[src/design/prtu_pkg.sv]
// Shared types and constants for the particle ring update block.
// Used by prtu_update and particle_ring_update; no dependencies.
package prtu_pkg;

  localparam int POS_W = 24;
  localparam int VEL_W = 16;
  localparam int RAD_W = 16;
  localparam int CFG_W = 16;

  localparam logic [CFG_W-1:0] DECAY_RESET  = 16'd62259;
  localparam logic [CFG_W-1:0] GROWTH_RESET = 16'd26;

  localparam logic OP_ADD  = 1'b0;
  localparam logic OP_TICK = 1'b1;

  localparam logic REG_DECAY  = 1'b0;
  localparam logic REG_GROWTH = 1'b1;

  typedef struct packed {
    logic [RAD_W-1:0] radius;
    logic [VEL_W-1:0] vel_y;
    logic [VEL_W-1:0] vel_x;
    logic [POS_W-1:0] pos_y;
    logic [POS_W-1:0] pos_x;
  } entry_t;

  typedef struct packed {
    logic [CFG_W-1:0] decay;
    logic [CFG_W-1:0] growth;
  } cfg_t;

endpackage

[src/design/prtu_update.sv]
// Per-particle update: saturating move, velocity decay, saturating growth.
// Depends on prtu_pkg.
module prtu_update (
  input  prtu_pkg::entry_t cur,
  input  prtu_pkg::cfg_t   cfg,
  output prtu_pkg::entry_t upd
);

  logic signed [prtu_pkg::POS_W:0]         sum_x, sum_y;
  logic signed [prtu_pkg::VEL_W+prtu_pkg::CFG_W:0] prod_x, prod_y;
  logic        [prtu_pkg::RAD_W:0]         sum_r;

  always_comb begin
    sum_x = {cur.pos_x[prtu_pkg::POS_W-1], cur.pos_x}
          + {{(prtu_pkg::POS_W-prtu_pkg::VEL_W+1){cur.vel_x[prtu_pkg::VEL_W-1]}}, cur.vel_x};
    sum_y = {cur.pos_y[prtu_pkg::POS_W-1], cur.pos_y}
          + {{(prtu_pkg::POS_W-prtu_pkg::VEL_W+1){cur.vel_y[prtu_pkg::VEL_W-1]}}, cur.vel_y};

    // signed x unsigned Q0.16; upper bits give a floor shift
    prod_x = $signed(cur.vel_x) * $signed({1'b0, cfg.decay});
    prod_y = $signed(cur.vel_y) * $signed({1'b0, cfg.decay});

    sum_r = {1'b0, cur.radius} + {1'b0, cfg.growth};

    if (sum_x[prtu_pkg::POS_W] != sum_x[prtu_pkg::POS_W-1]) begin
      upd.pos_x = sum_x[prtu_pkg::POS_W] ? {1'b1, {(prtu_pkg::POS_W-1){1'b0}}}
                                          : {1'b0, {(prtu_pkg::POS_W-1){1'b1}}};
    end else begin
      upd.pos_x = sum_x[prtu_pkg::POS_W-1:0];
    end

    if (sum_y[prtu_pkg::POS_W] != sum_y[prtu_pkg::POS_W-1]) begin
      upd.pos_y = sum_y[prtu_pkg::POS_W] ? {1'b1, {(prtu_pkg::POS_W-1){1'b0}}}
                                          : {1'b0, {(prtu_pkg::POS_W-1){1'b1}}};
    end else begin
      upd.pos_y = sum_y[prtu_pkg::POS_W-1:0];
    end

    upd.vel_x  = prod_x[prtu_pkg::CFG_W +: prtu_pkg::VEL_W];
    upd.vel_y  = prod_y[prtu_pkg::CFG_W +: prtu_pkg::VEL_W];
    upd.radius = sum_r[prtu_pkg::RAD_W] ? {prtu_pkg::RAD_W{1'b1}} : sum_r[prtu_pkg::RAD_W-1:0];
  end

endmodule

[config.mk]
export PLATFORM = sky130hd
export DESIGN_NAME = prtu_update
export DESIGN_NICKNAME = d
export VERILOG_FILES = /design/src/design/prtu_pkg.sv /design/src/design/prtu_update.sv
export SDC_FILE = /design/constraint.sdc
export NUM_CORES = 1
export LEC_CHECK = 0
export ABC_AREA = 1
export BUFFER_PORTS_ARGS = -buffer_cell sky130_fd_sc_hd__buf_2
export CORE_ASPECT_RATIO = 0.5
export CORE_UTILIZATION = 65
export DETAILED_ROUTE_END_ITERATION = 6
export PLACE_DENSITY_LB_ADDON = 0.2
export SYNTH_ARGS = -nofsm -noshare
export SYNTH_HDL_FRONTEND = slang
export SYNTH_SLANG_ARGS = --single-unit
[constraint.sdc]
create_clock -name vclk -period 15.6
set_clock_uncertainty 0.1 [all_clocks]
set_input_delay 1.56 -clock vclk [all_inputs]
set_output_delay 1.56 -clock vclk [all_outputs]
set_load 0.005 [all_outputs]
==> results.yml, run 1 <==
detailed_routing:
  drt_iter0_drc: 1618
  m1WireLength_um: 24700
  drc_errors: 0
  viasPerCell: 5.41
  highest_layer: "met4"
  wl_met3_um: 5590
  ant_nets: 0
  drt-total-wl_um: 59900
  routed-wl-met2_um: 28100
  vias: 21100
  wl_per_cell_um: 15.4
  firstDrtPassIters: 7
finish:
  antenna_cells: 0
  fin_cells: 3892
  nFillCells: 2899
  seq_cells: 0
  syn_to_final_growth_pct: 5.45
  seqCellArea_um2: 0
  drive_gt1_frac: 0.0773
  final_common_cell: "nand2_1"
  layout_common_cells: "nand2_1 (996), inv_1 (863), fa_1 (389)"
  multi_input_area_um2: 18800
  nClkBuffers: 0
  final_net_count: 4238
  fin_util: 0.707
sta:
  rsz0062_at_grt: "false"
  hold_viol_final: 0
  setup_slack_ns: 6.75
  max_slew_margin: 0.370
  fin_crit_ns: 8.85
  setup_viol: 0
  fin_crit_sh: 0.567
  timing.setup.tns_ns: 0
  slew_viol_final: 0
  tightest_slew_ns: 0.946
  fmax_mhz: 113
floorplan:
  core_um2: 33600
  io_pins: 224
  die_area_um2: 35400
  die_w_um: 265
  rows: 47
  start_util: 0.670
  die_h_um: 134
grt:
  grt_start_max_net_pins: 33
  antenna_found_initial: 0
  grt_pass1_vias: 20800
  grt_pass1_wl_um: 100000
  grt.total_usage: 0.349
  grt-ovfl-total: 0
clock_tree:
  cts_resized: 0
  holdBufCountCts: 0
  cts_setup_buffers: 0
synth:
  synth_xor_area_frac: 0.0210
  synth_area_um2: 22500
  synth-seq-area-share: 0
  synthesis.nets: 4128
  synth_compound_gate_area_share: 0.0624
  synth_simple_gate_area_frac: 0.242
  synth_top_family_by_area: "adder cells"
  syn_inst: 3319
  yosys_warnings: 0
  synth-adder-area-share: 0.508
  synth_cell_types: 42
  synthMuxAreaShare: 0
  syn_area_per_cell_um2: 6.78
placed_design:
  dpl.hpwl_um: 49500
  place_ws_ns: 6.83
  port_buffers: 224
  gp_congestion: 0.996
  dp.cells: 3892
worst_setup_path:
  cp-start-kind: "primary input"
  critPathRequiredTime_ns: 13.94
  path_max_fanout: 32
  startpoint: "cfg[23]"
  end_kind: "output port"
  critical_path_arrival_ns: 7.19
  path_class: "in2out"
outcome:
  outcome: "finished clean"
hold_path:
  min-delay-start: "cfg[0]"
  hp-class: "in2out"
job:
  drv_cap: 0
critical path: stages:
cell and delay [ns]:
buf_2 0.63, nand2_1 0.20, fa_1 0.58, inv_1 0.06, fa_1 0.50, inv_1 0.05
fa_1 0.53, inv_1 0.07, fa_1 0.45, fa_1 0.52, inv_1 0.06, fa_1 0.48
inv_1 0.05, ha_1 0.30, nand2_1 0.09, nor2_1 0.19, inv_1 0.07, o21ai_0 0.25
a31oi_1 0.10, xnor2_1 0.26, buf_2 0.16
synth_stat cells (all sizes together):
cell	instances	area share
a211oi	3	0.0010
a21boi	4	0.0015
a21o	11	0.0037
a21oi	131	0.029
a31oi	6	0.0017
and2	2	0.00056
and3	4	0.0011
buf	14	0.0044
clkbuf	104	0.017
fa	389	0.35
ha	292	0.16
inv	865	0.14
nand2	1005	0.17
nand3	109	0.025
nand3b	1	0.00033
nand4	26	0.0081
nor2	162	0.028
nor3	24	0.0053
nor4	4	0.0011
o2111ai	1	0.00039
o21a	9	0.0030
o21ai	60	0.014
o21bai	25	0.0083
or2	13	0.0036
or3	1	0.00028
xnor2	18	0.0070
xor2	36	0.014
cells by family after synthesis:
kind of cell | Yosys count
buffers and inverters | 983
adder cells (fa/ha/maj) | 681
AND/OR/NAND/NOR | 1351
AO/OA/AOI/OAI | 250
XOR/XNOR | 54
path summary, 6_finish.rpt:
path	endpoint	slack, ns	cells past startpoint
max	upd[64]	6.75	21
min	upd[80]	3.38	5
through the flow:
stage                     hold slack (ns)  area, µm²
after floorplan                      3.20      22500
after global placement               3.38      23700
after detailed placement             3.38      23700
after CTS                            3.38      23700
after global routing                 3.41      23700
final                                3.38      23700
routing by layer:
metal,GRT usage,vias to the layer above
li1,-,10000
met1,0.471,9982
met2,0.592,937
met3,0.0553,138
met4,0.0854,0
met5,0,-
final cells by class:
cell class | instances | share of cell area
Tap cell | 465 | 0.0245
Timing Repair Buffer | 226 | 0.0479
Inverter | 865 | 0.137
Multi-Input combinational cell | 2336 | 0.791
Power of run 1 is left out: the tool's default activity adds up to more than one toggle a clock period on the data nets, which glitch-free logic cannot reach.
==> run 2: changes to the inputs <==
--- a/config.mk
+++ b/config.mk
@@ -5,10 +5,10 @@
 export SDC_FILE = /design/constraint.sdc
 export NUM_CORES = 1
 export LEC_CHECK = 0
-export ABC_AREA = 1
+export ABC_AREA = 0
 export BUFFER_PORTS_ARGS = -buffer_cell sky130_fd_sc_hd__buf_2
 export CORE_ASPECT_RATIO = 0.5
-export CORE_UTILIZATION = 65
+export CORE_UTILIZATION = 57
 export DETAILED_ROUTE_END_ITERATION = 6
 export PLACE_DENSITY_LB_ADDON = 0.2
 export SYNTH_ARGS = -nofsm -noshare
==> constraint.sdc (replaced) <==
create_clock -name vclk -period 7.23
set_clock_uncertainty 0.1 [all_clocks]
set_input_delay 0.723 -clock vclk [all_inputs]
set_output_delay 0.723 -clock vclk [all_outputs]
set_load 0.005 [all_outputs]
==> results.yml, run 2 <==
outcome:
  outcome: "finished clean"
finish:
  layout_common_cells: "inv_1 (474), fa_1 (381), nand2_1 (327)"
  drive_gt1_frac: 0.171
  nClkBuffers: 0
  nFillCells: 3035
  final_common_cell: "inv_1"
  syn_to_final_growth_pct: 15.3
  seqCellArea_um2: 0
  final_net_count: 3637
  seq_cells: 0
sta:
  fmax_mhz: 140
  fin_crit_ns: 7.13
  rsz0062_at_grt: "true"
  hold_viol_final: 0
  slew_viol_final: 0
  max_slew_margin: 0.303
  setup_slack_ns: 0.0968
  setup_viol: 0
  fin_crit_sh: 0.987
  tightest_slew_ns: 1.05
floorplan:
  rows: 49
  die_h_um: 137
  die_area_um2: 37500
  core_um2: 36000
  start_util: 0.580
  die_w_um: 273
  io_pins: 224
synth:
  synth_area_um2: 20900
  synthTopCellsByCount: "inv_1 (478), fa_1 (389), nand2_1 (327)"
  yosysMostFrequentCell: "inv_1"
  synth_area_leaders: "fa_1 (37%), ha_1 (17%), inv_1 (8.6%)"
  synth-seq-area-share: 0
  syn_inst: 2538
  synth_cell_types: 81
  syn_area_per_cell_um2: 8.24
  yosys.area.top_type: "fa_1"
  synthesis.nets: 3347
  yosys_warnings: 0
  yosysTopAreaCellShare: 0.372
power:
  power_density_nw_per_um2: 481
  p_total_mw: 11.6
  ir_drop_v: 0.000833
  leakage_nw: 12.7
detailed_routing:
  drt_iter0_drc: 1002
  drt-total-wl_um: 53500
  vias: 18100
  drc_errors: 0
  wl_per_cell_um: 16.1
  firstDrtPassIters: 6
  viasPerCell: 5.46
  ant_nets: 0
grt:
  grt-ovfl-total: 0
  grt_pass1_vias: 18000
  grt_pass1_wl_um: 87400
  grt.total_usage: 0.288
  antenna_found_initial: 1
  grt_start_max_net_pins: 30
placed_design:
  gp_congestion: 0.895
  place_ws_ns: -0.265
  port_buffers: 224
  dpl.hpwl_um: 45500
job:
  drv_cap: 0
hold_path:
  hp-class: "in2out"
worst_setup_path:
  path_class: "in2out"
  end_kind: "output port"
  critical_path_arrival_ns: 6.31
  cp-start-kind: "primary input"
  critPathRequiredTime_ns: 6.41
  path_max_fanout: 13
run 2: path summary, 6_finish.rpt:
path | startpoint | end | depth (start not counted) | slack [ns]
setup / recovery | cur[58] | upd[62] | 23 | 0.1
hold / removal | cfg[0] | upd[80] | 4 | 1.71
run 2: per-stage QoR:
| stage | cell area [µm²] | utilization | cells | hold slack, ns | TNS (ns) |
|---|---|---|---|---|---|
| after floorplan | 20900 | - | 2538 | 1.53 | 0 |
| after global placement | 23600 | 0.654 | 3300 | 1.70 | -1.40 |
| after detailed placement | 23600 | 0.654 | 3300 | 1.71 | -2.22 |
| after CTS | 23600 | 0.656 | 3300 | 1.71 | 0 |
| after global routing | 24100 | 0.669 | 3311 | 1.73 | -0.602 |
| final | 24100 | 0.669 | 3311 | 1.71 | 0 |
run 2: layout make-up:
cell class	instances	area, µm²	area share
Antenna cell	1	2.50	0.000104
Multi-Input combinational cell	1950	19000	0.788
Inverter	479	1800	0.0745
Timing Repair Buffer	397	2720	0.113
Tap cell	484	606	0.0251
run 2: cell families after synthesis:
kind of cell	synth area share
simple gates	0.183
fa+ha+maj	0.551
buf+inv	0.107
compound gates	0.125
xor+xnor	0.0331
mux	0.00102
run 2: what timing repair did:
| action | in CTS | in global routing |
|---|---|---|
| hold buffers | 0 | 0 |
| endpoints found under the setup margin | 15 | 24 |
| gates resized for setup | 23 | 87 |
| cloned | 0 | 1 |
| setup buffers | 0 | 9 |
| pin swaps | 10 | 35 |
run 2: per-layer routing:
layer / vias to the layer above / part of all wire / global-route usage
li1: 8587 / - / -
met1: 8914 / 0.44 / 0.397
met2: 511 / 0.47 / 0.493
met3: 58 / 0.069 / 0.0437
met4: 0 / 0.015 / 0.0400
met5: - / 0 / 0
run 2: worst max-delay path, stage by stage:
cell and delay [ns]:
buf_2 0.32, nand2_1 0.14, fa_1 0.54, inv_1 0.05
fa_1 0.55, fa_1 0.43, fa_1 0.46, fa_1 0.54
inv_2 0.04, fa_1 0.51, inv_2 0.05, ha_4 0.24
a21o_1 0.15, a21o_1 0.16, a21oi_2 0.16, o221ai_2 0.11
nor2_2 0.18, buf_6 0.14, nor3_2 0.04, or3_4 0.37
buf_4 0.14, xor2_1 0.13, buf_2 0.12
run 2: report_power, final:
part           leakage, nW  switching [mW]    total [mW]  internal (mW)
clock network   0.00000634               0  0.0000000185   0.0000000185
registers                0               0             0              0
logic                 12.7            5.85          11.6           5.75
total                 12.7            5.85          11.6           5.75
Power figures use the tool's default switching activity.
